`config.mk`:
```
export PLATFORM = sky130hd
export DESIGN_NAME = outstanding_ack_tracker
export DESIGN_NICKNAME = d
export VERILOG_FILES = /design/src/sv/oat_pkg.sv /design/src/sv/oat_ram.sv /design/src/sv/oat_engine.sv /design/src/sv/outstanding_ack_tracker.sv
export VERILOG_INCLUDE_DIRS = /design/src /design/src/sv
export SDC_FILE = /design/constraint.sdc
export NUM_CORES = 2
export LEC_CHECK = 0
export ABC_AREA = 1
export CORE_ASPECT_RATIO = 1.1
export CORE_MARGIN = 2
export CORE_UTILIZATION = 60
export DETAILED_ROUTE_END_ITERATION = 8
export DONT_BUFFER_PORTS = 1
export GPL_TIMING_DRIVEN = 1
export PLACE_DENSITY = 0.74
export RECOVER_POWER = 50
export SYNTH_ARGS = -nofsm -noshare
export SYNTH_HDL_FRONTEND = slang
export SYNTH_SLANG_ARGS = --single-unit
```
`constraint.sdc`:
```
create_clock -name clk -period 18.39 [get_ports clk]
set_input_delay 2.7585 -clock clk [delete_from_list [all_inputs] [get_ports clk]]
set_output_delay 2.7585 -clock clk [all_outputs]
set_load 0.1 [all_outputs]
```
`src/sv/outstanding_ack_tracker_assert.svh`:
```
// assertion macros for the outstanding ack tracker
`ifndef OUTSTANDING_ACK_TRACKER_ASSERT_SVH
`define OUTSTANDING_ACK_TRACKER_ASSERT_SVH

`ifndef SYNTHESIS
`define OAT_ASSERT(lbl, prop, msg) \
  lbl: assert property (@(posedge clk) disable iff (!rst_n) prop) else $error(msg);
`define OAT_ASSERT_ALWAYS(lbl, prop, msg) \
  lbl: assert property (@(posedge clk) prop) else $error(msg);
`else
`define OAT_ASSERT(lbl, prop, msg)
`define OAT_ASSERT_ALWAYS(lbl, prop, msg)
`endif

`endif

```
`src/sv/oat_pkg.sv`:
```
package oat_pkg;

  localparam int TABLE_DEPTH = 16;
  localparam int PW = (TABLE_DEPTH > 1) ? $clog2(TABLE_DEPTH) : 1;
  localparam int CW = $clog2(TABLE_DEPTH + 1);
  localparam int MAX_RES = 16;
  localparam int NW = $clog2(MAX_RES + 1);

  localparam logic [1:0] REG_PEER    = 2'd0;
  localparam logic [1:0] REG_TIMEOUT = 2'd1;
  localparam logic [1:0] REG_GOOD    = 2'd2;

  localparam logic [7:0]  PEER_RESET    = 8'hF0;
  localparam logic [15:0] TIMEOUT_RESET = 16'd1000;

  typedef enum logic [1:0] {
    MODE_SENT = 2'd0,
    MODE_ACK  = 2'd1,
    MODE_TICK = 2'd2,
    MODE_NONE = 2'd3
  } mode_t;

  typedef enum logic [2:0] {
    EV_QUEUED    = 3'd0,
    EV_OK        = 3'd1,
    EV_BAD       = 3'd2,
    EV_UNMATCHED = 3'd3,
    EV_EXPIRED   = 3'd4,
    EV_DROPPED   = 3'd5
  } event_t;

  typedef enum logic [2:0] {
    ST_IDLE,
    ST_SRD,
    ST_SCMP,
    ST_SHRD,
    ST_SHWR,
    ST_EXPRD,
    ST_EXPCK,
    ST_EMIT
  } state_t;

  typedef struct packed {
    logic [7:0]  peer;
    logic [15:0] timeout;
    logic [7:0]  good;
  } cfg_t;

  typedef struct packed {
    logic [1:0]  mode;
    logic [7:0]  src;
    logic [7:0]  dst;
    logic [31:0] ses;
    logic [31:0] seq;
    logic [7:0]  typ;
    logic [7:0]  st;
  } item_t;

  typedef struct packed {
    logic [2:0]  ev;
    logic [31:0] ses;
    logic [31:0] seq;
    logic [7:0]  typ;
    logic [7:0]  st;
    logic        last;
  } res_t;

  typedef struct packed {
    logic [23:0] ids;
    logic [31:0] ses;
    logic [31:0] seq;
    logic [31:0] tim;
  } entry_t;

  localparam int ENTRY_W = $bits(entry_t);

  function automatic logic [PW-1:0] phys_idx(logic [PW-1:0] head, logic [PW-1:0] j);
    logic [PW:0] s;
    s = {1'b0, head} + {1'b0, j};
    if (s >= (PW+1)'(TABLE_DEPTH)) s = s - (PW+1)'(TABLE_DEPTH);
    return s[PW-1:0];
  endfunction

endpackage

```
`src/sv/oat_ram.sv`:
```
module oat_ram #(
  parameter int WIDTH = 8,
  parameter int DEPTH = 16
) (
  input  logic                             clk,
  input  logic                             we,
  input  logic [(DEPTH>1?$clog2(DEPTH):1)-1:0] waddr,
  input  logic [WIDTH-1:0]                 wdata,
  input  logic [(DEPTH>1?$clog2(DEPTH):1)-1:0] raddr,
  output logic [WIDTH-1:0]                 rdata
);

  logic [WIDTH-1:0] mem [DEPTH];

  always_ff @(posedge clk) begin
    if (we) mem[waddr] <= wdata;
    rdata <= mem[raddr];
  end

endmodule

```
`src/sv/oat_engine.sv`:
```
`include "outstanding_ack_tracker_assert.svh"

module oat_engine (
  input  logic                       clk,
  input  logic                       rst_n,
  input  oat_pkg::cfg_t              cfg,
  input  logic                       in_valid,
  output logic                       in_ready,
  input  oat_pkg::item_t             in_item,
  output logic                       out_valid,
  input  logic                       out_ready,
  output oat_pkg::res_t              out_res,
  output logic                       ram_we,
  output logic [oat_pkg::PW-1:0]     ram_waddr,
  output logic [oat_pkg::ENTRY_W-1:0] ram_wdata,
  output logic [oat_pkg::PW-1:0]     ram_raddr,
  input  logic [oat_pkg::ENTRY_W-1:0] ram_rdata
);

  oat_pkg::state_t state_r, state_nxt;
  logic [oat_pkg::PW-1:0] head_r, head_nxt;
  logic [oat_pkg::CW-1:0] count_r, count_nxt;
  logic [31:0] time_r, time_nxt;
  logic [oat_pkg::PW-1:0] idx_r, idx_nxt;
  logic [oat_pkg::NW-1:0] n_r, n_nxt;
  logic pend_r, pend_nxt;
  oat_pkg::item_t item_r, item_nxt;
  oat_pkg::res_t res_r, res_nxt;
  logic ov_r, ov_nxt;
  oat_pkg::res_t o_r, o_nxt;

  oat_pkg::entry_t rd, wr;
  logic in_fire, slot_free, is_last, is_last2, match, due, table_full;
  logic [23:0] want;
  logic [31:0] age;
  logic [oat_pkg::PW-1:0] idx_p1;

  assign rd = oat_pkg::entry_t'(ram_rdata);
  assign ram_wdata = wr;
  assign in_ready = (state_r == oat_pkg::ST_IDLE);
  assign in_fire = in_valid && in_ready;
  assign slot_free = !ov_r || out_ready;
  assign out_valid = ov_r;
  assign out_res = o_r;
  assign idx_p1 = idx_r + oat_pkg::PW'(1);
  assign is_last = (oat_pkg::CW'(idx_r) + oat_pkg::CW'(1)) == count_r;
  assign is_last2 = (oat_pkg::CW'(idx_r) + oat_pkg::CW'(2)) == count_r;
  assign table_full = count_r >= oat_pkg::CW'(oat_pkg::TABLE_DEPTH);
  assign want = {item_r.typ, item_r.src, item_r.dst};
  assign match = (rd.ids == want) && (rd.ses == item_r.ses) && (rd.seq == item_r.seq);
  assign age = time_r - rd.tim;
  assign due = age >= {16'd0, cfg.timeout};

  always_comb begin
    state_nxt = state_r;
    case (state_r)
      oat_pkg::ST_IDLE: begin
        if (in_fire) begin
          case (in_item.mode)
            oat_pkg::MODE_SENT: state_nxt = oat_pkg::ST_EMIT;
            oat_pkg::MODE_ACK:
              state_nxt = (count_r == '0) ? oat_pkg::ST_EMIT : oat_pkg::ST_SRD;
            oat_pkg::MODE_TICK: state_nxt = oat_pkg::ST_EXPRD;
            default: state_nxt = oat_pkg::ST_IDLE;
          endcase
        end
      end
      oat_pkg::ST_SRD: state_nxt = oat_pkg::ST_SCMP;
      oat_pkg::ST_SCMP: begin
        if (match) state_nxt = is_last ? oat_pkg::ST_EMIT : oat_pkg::ST_SHRD;
        else state_nxt = is_last ? oat_pkg::ST_EMIT : oat_pkg::ST_SRD;
      end
      oat_pkg::ST_SHRD: state_nxt = oat_pkg::ST_SHWR;
      oat_pkg::ST_SHWR: state_nxt = is_last2 ? oat_pkg::ST_EMIT : oat_pkg::ST_SHRD;
      oat_pkg::ST_EXPRD: begin
        if (count_r != '0 && n_r < oat_pkg::NW'(oat_pkg::MAX_RES))
          state_nxt = oat_pkg::ST_EXPCK;
        else state_nxt = pend_r ? oat_pkg::ST_EMIT : oat_pkg::ST_IDLE;
      end
      oat_pkg::ST_EXPCK: begin
        if (!due) state_nxt = pend_r ? oat_pkg::ST_EMIT : oat_pkg::ST_IDLE;
        else if (!pend_r || slot_free) state_nxt = oat_pkg::ST_EXPRD;
      end
      oat_pkg::ST_EMIT: if (slot_free) state_nxt = oat_pkg::ST_IDLE;
      default: state_nxt = oat_pkg::ST_IDLE;
    endcase
  end

  always_comb begin
    head_nxt = head_r;
    count_nxt = count_r;
    time_nxt = time_r;
    idx_nxt = idx_r;
    n_nxt = n_r;
    pend_nxt = pend_r;
    item_nxt = item_r;
    res_nxt = res_r;
    ov_nxt = ov_r && !out_ready;
    o_nxt = o_r;
    ram_we = 1'b0;
    ram_waddr = oat_pkg::phys_idx(head_r, idx_r);
    ram_raddr = oat_pkg::phys_idx(head_r, idx_r);
    wr = rd;
    case (state_r)
      oat_pkg::ST_IDLE: begin
        if (in_fire) begin
          item_nxt = in_item;
          idx_nxt = '0;
          n_nxt = '0;
          pend_nxt = 1'b0;
          res_nxt.ses = in_item.ses;
          res_nxt.seq = in_item.seq;
          res_nxt.typ = in_item.typ;
          res_nxt.st = 8'd0;
          res_nxt.last = 1'b1;
          res_nxt.ev = oat_pkg::EV_DROPPED;
          case (in_item.mode)
            oat_pkg::MODE_SENT: begin
              if (!table_full) begin
                ram_we = 1'b1;
                ram_waddr = oat_pkg::phys_idx(head_r, oat_pkg::PW'(count_r));
                wr.ids = {in_item.typ, cfg.peer, in_item.src};
                wr.ses = in_item.ses;
                wr.seq = in_item.seq;
                wr.tim = time_r;
                count_nxt = count_r + oat_pkg::CW'(1);
                res_nxt.ev = oat_pkg::EV_QUEUED;
              end
            end
            oat_pkg::MODE_ACK: begin
              res_nxt.ev = oat_pkg::EV_UNMATCHED;
              res_nxt.st = in_item.st;
            end
            oat_pkg::MODE_TICK: time_nxt = time_r + 32'd1;
            default: ;
          endcase
        end
      end
      oat_pkg::ST_SCMP: begin
        if (match) begin
          res_nxt.ev = (item_r.st == cfg.good) ? oat_pkg::EV_OK : oat_pkg::EV_BAD;
          if (is_last) count_nxt = count_r - oat_pkg::CW'(1);
        end else if (!is_last) begin
          idx_nxt = idx_p1;
        end
      end
      oat_pkg::ST_SHRD: ram_raddr = oat_pkg::phys_idx(head_r, idx_p1);
      oat_pkg::ST_SHWR: begin
        ram_we = 1'b1;
        wr = rd;
        if (is_last2) count_nxt = count_r - oat_pkg::CW'(1);
        else idx_nxt = idx_p1;
      end
      oat_pkg::ST_EXPCK: begin
        if (due && (!pend_r || slot_free)) begin
          if (pend_r) begin
            ov_nxt = 1'b1;
            o_nxt = res_r;
            o_nxt.last = 1'b0;
          end
          res_nxt.ev = oat_pkg::EV_EXPIRED;
          res_nxt.ses = rd.ses;
          res_nxt.seq = rd.seq;
          res_nxt.typ = rd.ids[23:16];
          res_nxt.st = 8'd0;
          res_nxt.last = 1'b1;
          pend_nxt = 1'b1;
          head_nxt = oat_pkg::phys_idx(head_r, oat_pkg::PW'(1));
          count_nxt = count_r - oat_pkg::CW'(1);
          n_nxt = n_r + oat_pkg::NW'(1);
        end
      end
      oat_pkg::ST_EMIT: begin
        if (slot_free) begin
          ov_nxt = 1'b1;
          o_nxt = res_r;
        end
      end
      default: ;
    endcase
  end

  always_ff @(posedge clk) begin
    if (!rst_n) begin
      state_r <= oat_pkg::ST_IDLE;
      head_r <= '0;
      count_r <= '0;
      time_r <= '0;
      idx_r <= '0;
      n_r <= '0;
      pend_r <= 1'b0;
      ov_r <= 1'b0;
    end else begin
      state_r <= state_nxt;
      head_r <= head_nxt;
      count_r <= count_nxt;
      time_r <= time_nxt;
      idx_r <= idx_nxt;
      n_r <= n_nxt;
      pend_r <= pend_nxt;
      ov_r <= ov_nxt;
    end
  end

  always_ff @(posedge clk) begin
    item_r <= item_nxt;
    res_r <= res_nxt;
    o_r <= o_nxt;
  end

  `OAT_ASSERT(a_count_bound, count_r <= oat_pkg::CW'(oat_pkg::TABLE_DEPTH), "table count overflow")
  `OAT_ASSERT(a_n_bound, n_r <= oat_pkg::NW'(oat_pkg::MAX_RES), "too many expiries")
  `OAT_ASSERT(a_sent_grows, in_fire && in_item.mode == oat_pkg::MODE_SENT && !table_full |=> count_r == $past(count_r) + oat_pkg::CW'(1), "sent request not stored")
  `OAT_ASSERT(a_tick_time, in_fire && in_item.mode == oat_pkg::MODE_TICK |=> time_r == $past(time_r) + 32'd1, "tick did not advance time")
  `OAT_ASSERT_ALWAYS(a_reset_idle, !rst_n |=> state_r == oat_pkg::ST_IDLE && !ov_r, "reset left block busy")

endmodule

```
`src/sv/outstanding_ack_tracker.sv`:
```
// Tracks up to 16 outstanding requests in a ring table held in one synchronous RAM.
// A sent request is stored in the table when it has room, and its result is then emitted. An
// acknowledgement scans the table oldest first, with a read and a compare per entry.
// On a match it moves each younger entry down, with a read and a write per entry. A
// tick reads and checks entries oldest first. It ends from the read step when the
// table runs out or 16 entries have expired, or from the check when an entry is not
// due, and then emits if it has results. Entries are read one at a time through the
// single RAM read port, and a stalled output delays each result's hand-over. A new
// request is taken once the previous one has handed its last result to the output
// register. A result waiting in the output register does not block acceptance.
module outstanding_ack_tracker (
  input  logic        clk,
  input  logic        rst_n,
  input  logic        cfg_valid,
  output logic        cfg_ready,
  input  logic [1:0]  cfg_index,
  input  logic [15:0] cfg_data,
  input  logic        in_valid,
  output logic        in_ready,
  input  logic [1:0]  in_mode,
  input  logic [7:0]  in_src_id,
  input  logic [7:0]  in_dst_id,
  input  logic [31:0] in_session_id,
  input  logic [31:0] in_sequence_req,
  input  logic [7:0]  in_msg_type,
  input  logic [7:0]  in_ack_status,
  output logic        out_valid,
  input  logic        out_ready,
  output logic [2:0]  out_event_res,
  output logic [31:0] out_session,
  output logic [31:0] out_sequence,
  output logic [7:0]  out_type,
  output logic [7:0]  out_status,
  output logic        out_last
);

  oat_pkg::cfg_t cfg_r, cfg_nxt;
  oat_pkg::item_t item;
  oat_pkg::res_t res;
  logic ram_we;
  logic [oat_pkg::PW-1:0] ram_waddr, ram_raddr;
  logic [oat_pkg::ENTRY_W-1:0] ram_wdata, ram_rdata;

  assign cfg_ready = 1'b1;

  always_comb begin
    cfg_nxt = cfg_r;
    if (cfg_valid) begin
      case (cfg_index)
        oat_pkg::REG_PEER:    cfg_nxt.peer = cfg_data[7:0];
        oat_pkg::REG_TIMEOUT: cfg_nxt.timeout = cfg_data;
        oat_pkg::REG_GOOD:    cfg_nxt.good = cfg_data[7:0];
        default: ;
      endcase
    end
  end

  always_ff @(posedge clk) begin
    if (!rst_n) begin
      cfg_r.peer <= oat_pkg::PEER_RESET;
      cfg_r.timeout <= oat_pkg::TIMEOUT_RESET;
      cfg_r.good <= 8'd0;
    end else begin
      cfg_r <= cfg_nxt;
    end
  end

  assign item.mode = in_mode;
  assign item.src = in_src_id;
  assign item.dst = in_dst_id;
  assign item.ses = in_session_id;
  assign item.seq = in_sequence_req;
  assign item.typ = in_msg_type;
  assign item.st = in_ack_status;

  assign out_event_res = res.ev;
  assign out_session = res.ses;
  assign out_sequence = res.seq;
  assign out_type = res.typ;
  assign out_status = res.st;
  assign out_last = res.last;

  oat_engine u_engine (
    .clk       (clk),
    .rst_n     (rst_n),
    .cfg       (cfg_r),
    .in_valid  (in_valid),
    .in_ready  (in_ready),
    .in_item   (item),
    .out_valid (out_valid),
    .out_ready (out_ready),
    .out_res   (res),
    .ram_we    (ram_we),
    .ram_waddr (ram_waddr),
    .ram_wdata (ram_wdata),
    .ram_raddr (ram_raddr),
    .ram_rdata (ram_rdata)
  );

  oat_ram #(
    .WIDTH (oat_pkg::ENTRY_W),
    .DEPTH (oat_pkg::TABLE_DEPTH)
  ) u_ram (
    .clk   (clk),
    .we    (ram_we),
    .waddr (ram_waddr),
    .wdata (ram_wdata),
    .raddr (ram_raddr),
    .rdata (ram_rdata)
  );

endmodule

```
# Word level (Yosys, flattened, before mapping)
# Memory sizes are Yosys's and may differ from the RTL's. A register that Yosys moved wholly into a read port is not among the register bits.
# Index checks and enable logic that the tools add are counted.
# totals
reg_bits	351
mem_bits_rw	1920
out_inout_bits	87
wordCells	184
n_memories	1
# mem_list
name	words	word_bits	rd	rd_clocked_by_memory_dff	write_ports	line_no	source
u_ram.mem	16	120	1	1	1	oat_ram.sv:13	logic [WIDTH-1:0] mem [DEPTH];
# op_classes
add_sub_neg	16
magnitude_cmp	7
eq_ne	30
n_mux	68
n_reduce_logical	33
# op_table
cell	count
120-bit two-way mux	4
84-bit two-way mux	5
84-bit one-hot mux with 2 select lines	1
81-bit one-hot mux with 2 select lines	1
32-bit == test	2
4-bit two-way mux	13
5-bit two-way mux	9
3-bit two-way mux	13
32-bit by 1-bit adder with 32-bit output (second input constant)	1
32-bit by 16-bit greater-or-equal comparator with 1-bit output	1
32-bit subtractor	1
5-bit greater-or-equal comparator (second input constant)	5
24-bit == test	1
3-bit one-hot mux with 8 select lines	1
5-bit one-hot mux with 4 select lines	1
3-bit one-hot mux with 3 select lines	2
4-bit by 1-bit subtractor with 4-bit output (second input constant)	4
4-bit by 4-bit adder with 5-bit output	3
3-bit == test (second input constant)	4
2-bit by 1-bit != test with 1-bit output (second input constant)	6
2-bit != test (second input constant)	6
4-bit one-hot mux with 3 select lines	1
4-bit by 1-bit adder with 5-bit output (second input constant)	2
5-bit by 1-bit adder with 5-bit output (second input constant)	2
other kinds (32)	65

# Logic depth before layout (Yosys ltp)
# logic_depth
depth_word	7
mapped_depth	28

# Modules after synthesis
# A second synthesis with hierarchy kept.
# unflattened
cells_unflattened	10164
hier_area_um2	103623.1
# by_module_without_submodules
mod	n_inst	cells_each	area_per_inst_um2	seq_area_each_um2
oat_ram	1	7870	84357.2	60057.6
oat_engine	1	2103	17942.2	8998.6
outstanding_ack_tracker	1	191	1323.8	640.6

# Least setup slack after synthesis
# OpenSTA, ideal clock, no wires.
# synth_timing
kind	input -> register
startpoint	input in_mode[0]
endpoint	memory u_ram.mem[11][0] in the netlist's numbering, enable pin
setup_time_ns	0.601
t_arrival_ns	8.912
required_time_ns	17.789
path_slack_ns	8.877
stages	8
n_path_buf	0
cell_sequence	inv_1 > nand2_1 > nor2_1 > inv_2 > or2_2 > o21ai_1 > nand3_1 > nor2_1
# synth_between
elab_chain_cells	6
word_cells_on_any_way	9
classes_between	mux (8); reduce/logical (1)
# synth_rtl
element	line_no	source
start, declared	outstanding_ack_tracker.sv:20	input logic [1:0] in_mode,
2-bit zero test *	oat_engine.sv:117	case (in_item.mode)
1-bit two-way mux	oat_engine.sv:117	
1-bit two-way mux	oat_engine.sv:106	if (in_fire) begin
1-bit one-hot mux with 2 select lines	oat_engine.sv:104	case (state_r)
1-bit two-way mux	oat_ram.sv:16	if (we) mem[waddr] <= wdata;
1-bit two-way mux (implied by the code)	oat_ram.sv:16	
end, declared	oat_ram.sv:13	
# Every way passes the cells marked *; elsewhere a longest branch is shown, timed or not.

# Worst setup path after layout
# layout_timing
startpoint	input in_mode[1]
endpoint	memory u_ram.mem[1][119] in the netlist's numbering, data pin
# layout_between
elab_chain_cells	4
# layout_rtl
element	line_no	source
2-bit zero test	oat_engine.sv:117	
120-bit two-way mux	oat_engine.sv:117	
120-bit two-way mux	oat_engine.sv:106	
120-bit two-way mux	oat_engine.sv:104	
net ram_wdata, one bit	outstanding_ack_tracker.sv:42	logic [oat_pkg::ENTRY_W-1:0] ram_wdata, ram_rdata;
# The timed path passes the listed nets, and every way through them passes these cells.

==> results.ini <==
[setup_path]
arrival_ps=12030
r2r_start=u_engine.head_r[1]
path_class=in -> reg
worstPathCellList=nor2_1 > nand2_1 > nor2_1 > clkbuf_1 > clkbuf_1 > o21ai_0
cp-end-kind=register
critPathLaunch=in_mode[1]
max_stage_delay_ps=4130
cp_slowest_cell=clkbuf_1
r2r_end=u_ram.rdata[88]
r2r_slack_ps=6990
required_ps=18510
start_kind=input port
reg2regPathDepth=11
cp_max_fo=110

[sta]
hold_viol=0
fin_crit_sh_pct=64.8
fin_ws_ps=6480
worst_slew_pin_slew_ps=5900
rsz0062_at_grt=no
finClkSkew_ps=40.0
slew_violations=1394
maxSlewHeadroom_pct=-293
fin_hold_ws_ps=412
period_needed_ps=11910
setup_viol=0
tns_ps=0
maxClockFrequency_mhz=83.9

[clocking]
cts_tree=done
cts_resized=0
clock_sinks=2390
clk_latency_ps=870
cts_setup_buffers=0
cts-buffers-inserted=219
path_clk_slew_ps=60
cts_buffer_depth=3
cts_root_buffer=clkbuf_16
cts_hold_buf=0
htreeDepth=4

[finish]
syn_to_final_growth_pct=9.59
finish.utilization_pct=66.3
nets=7848
num-fill-cells=11000
drive_above_1_share_pct=5.87

[pwr]
leakagePower_nw=35.0
powerDensity_nw_per_um2=168
max-vdd-ir-drop_uv=175

[route]
routed_wl_um=245000
vias=62100
drc=0
drtPass1Iterations=7
drt-wirelength-per-cell_um=24.6
drtIter0Drc=7763
routed_via_density=6.24
drtAntennaViolNets=0

[logic_synthesis]
synth_edf_count=2183
synthSimpleGateAreaFrac_pct=8.58
synthesis.area_um2=95900
synth_compound_area_share_pct=13.5
synth.area.mux_share_pct=0
synth_top_family_by_area=compound AO/OA/AOI/OAI gates
synth_fa_ha_area_share_pct=0.939
synthXorXnorAreaFrac_pct=1.06
synthArstFlopShare_pct=0
synthesis.nets=7925
ys.flop_type=edfxtp_1
ys_types=50
synth_cells=7735
yosysSeqAreaShare_pct=72.6
ys_ff_latch=2390
synth.avg_cell_area_um2=12.4
synth_warnings=0

[min_path]
min_path_type=reg -> reg
hp-start=u_engine.res_r[26]
hold_end=u_engine.out_res[26]
whs_path_depth=0

[grt]
grt-ovfl-total=0
grt_pass1_vias=59700
gr-usage-all-layers_pct=29.6
grt_pass1_wl_um=364000
antenna_found_initial=20
grt_max_degree=226

[floorplanning]
fp.dieH_um=423
die_w_um=385
io_pins=208
coreArea_um2=159000
rows=153
start_util_pct=60.5
design.die.area_um2=163000

[placed_design]
post-place-ws_ps=11280
io_buffer_count=0
post-dp-hpwl_um=135000
place.gp.congestion=0.863

[run_status]
status=finished with violations
violations=max-capacitance violations, max-slew violations

[job]
drv_cap=42

## cell usage after synthesis, types with 30 or more instances
cell type,count,area [µm²]
edfxtp_1,2183,65600
nor2_1,1233,4630
o21ai_0,1189,5950
nand2_1,640,2400
clkbuf_1,364,1370
inv_1,354,1330
a21oi_1,330,1650
a211oi_1,242,1820
o21bai_1,240,1800
o22ai_1,240,1500
dfxtp_1,207,4140
nand3_1,79,395
xnor2_1,71,622
buf_2,68,340
ha_1,64,801
xor2_1,45,394
nand4_1,30,188
## where the power goes
part	internal, mW	switching [mW]
Clock	2.60	1.97
Combinational	1.46	4.06
Sequential	7.32	0.268
Total	11.4	6.30
## routing by layer
| metal | track usage [%] | routed length [µm] |
|---|---|---|
| met2 | 47.8 | 118000 |
| met4 | 11.5 | 9060 |
| met5 | 0 | 69 |
| met1 | 40.0 | 93800 |
| met3 | 5.60 | 23900 |
## state kept, by name (all words and copies together), names as in the netlist
signal and count:
cfg_r 32, u_engine.count_r 5, u_engine.head_r 4, u_engine.idx_r 4
u_engine.item_r 96, u_engine.n_r 5, u_engine.out_res 84, u_engine.out_valid 1
u_engine.pend_r 1, u_engine.res_r 83, u_engine.state_r 3, u_engine.time_r 32
u_ram.mem 1920, u_ram.rdata 120
## cells in the final DEF, fill, tap and decap left out, types with 45 or more instances in the layout
cell / instances
edfxtp_1: 2183
nor2_1: 1226
o21ai_0: 1175
nand2_1: 641
inv_1: 355
a21oi_1: 330
a211oi_1: 242
o21bai_1: 240
o22ai_1: 240
clkbuf_16: 223
dfxtp_1: 207
clkbuf_1: 135
nand3_1: 83
xnor2_1: 71
buf_4: 69
ha_1: 64
clkinv_2: 48
xor2_1: 45
## logic make-up (layout without fill, tap and decap cells)
kind of cell | Yosys count | after routing
flops | 2390 | 2390
xor+xnor | 116 | 116
other cells | 1 | 16
buf+inv | 816 | 936
compound gates | 2269 | 2269
fa+ha+maj | 69 | 69
simple gates | 2074 | 2074
## critical path, delay by kind of cell
family | cells | cell delay, ps
compound gates | 1 | 2300
buf+inv | 2 | 6010
simple gates | 3 | 780
## through the flow
stage | cells | area, µm² | power, mW
global route | 9954 | 105000 | 18.5
global placement | 9529 | 98300 | 12.9
finish | 9962 | 105000 | 17.7
detailed placement | 9529 | 98300 | 13.1
CTS | 9947 | 106000 | 17.7
floorplan | 7735 | 95900 | 11.3
## worst max-delay path by stage
| stage | cells after the start | endpoint | slack, ps |
|---|---|---|---|
| after floorplan | 8 | u_ram.mem[11][0] | 8880 |
| after global placement | 9 | u_ram.mem[13][39] | 11330 |
| after detailed placement | 9 | u_ram.mem[13][38] | 11280 |
| after CTS | 9 | u_ram.mem[13][2] | 12200 |
| after global routing | 6 | u_ram.mem[10][119] | 6190 |
| final | 6 | u_ram.mem[1][119] | 6480 |
## area by class of cell
class | count | area (µm²) | share of cell area [%]
Antenna cell | 15 | 37.5 | 0.0357
Tap cell | 2092 | 2620 | 2.49
Multi-Input combinational cell | 4529 | 23200 | 22.0
Clock inverter | 107 | 1070 | 1.02
Sequential cell | 2390 | 69700 | 66.3
Clock buffer | 311 | 6220 | 5.92
Inverter | 363 | 1390 | 1.32
Timing Repair Buffer | 155 | 971 | 0.923
No activity file was read; power rests on OpenSTA's default activity.
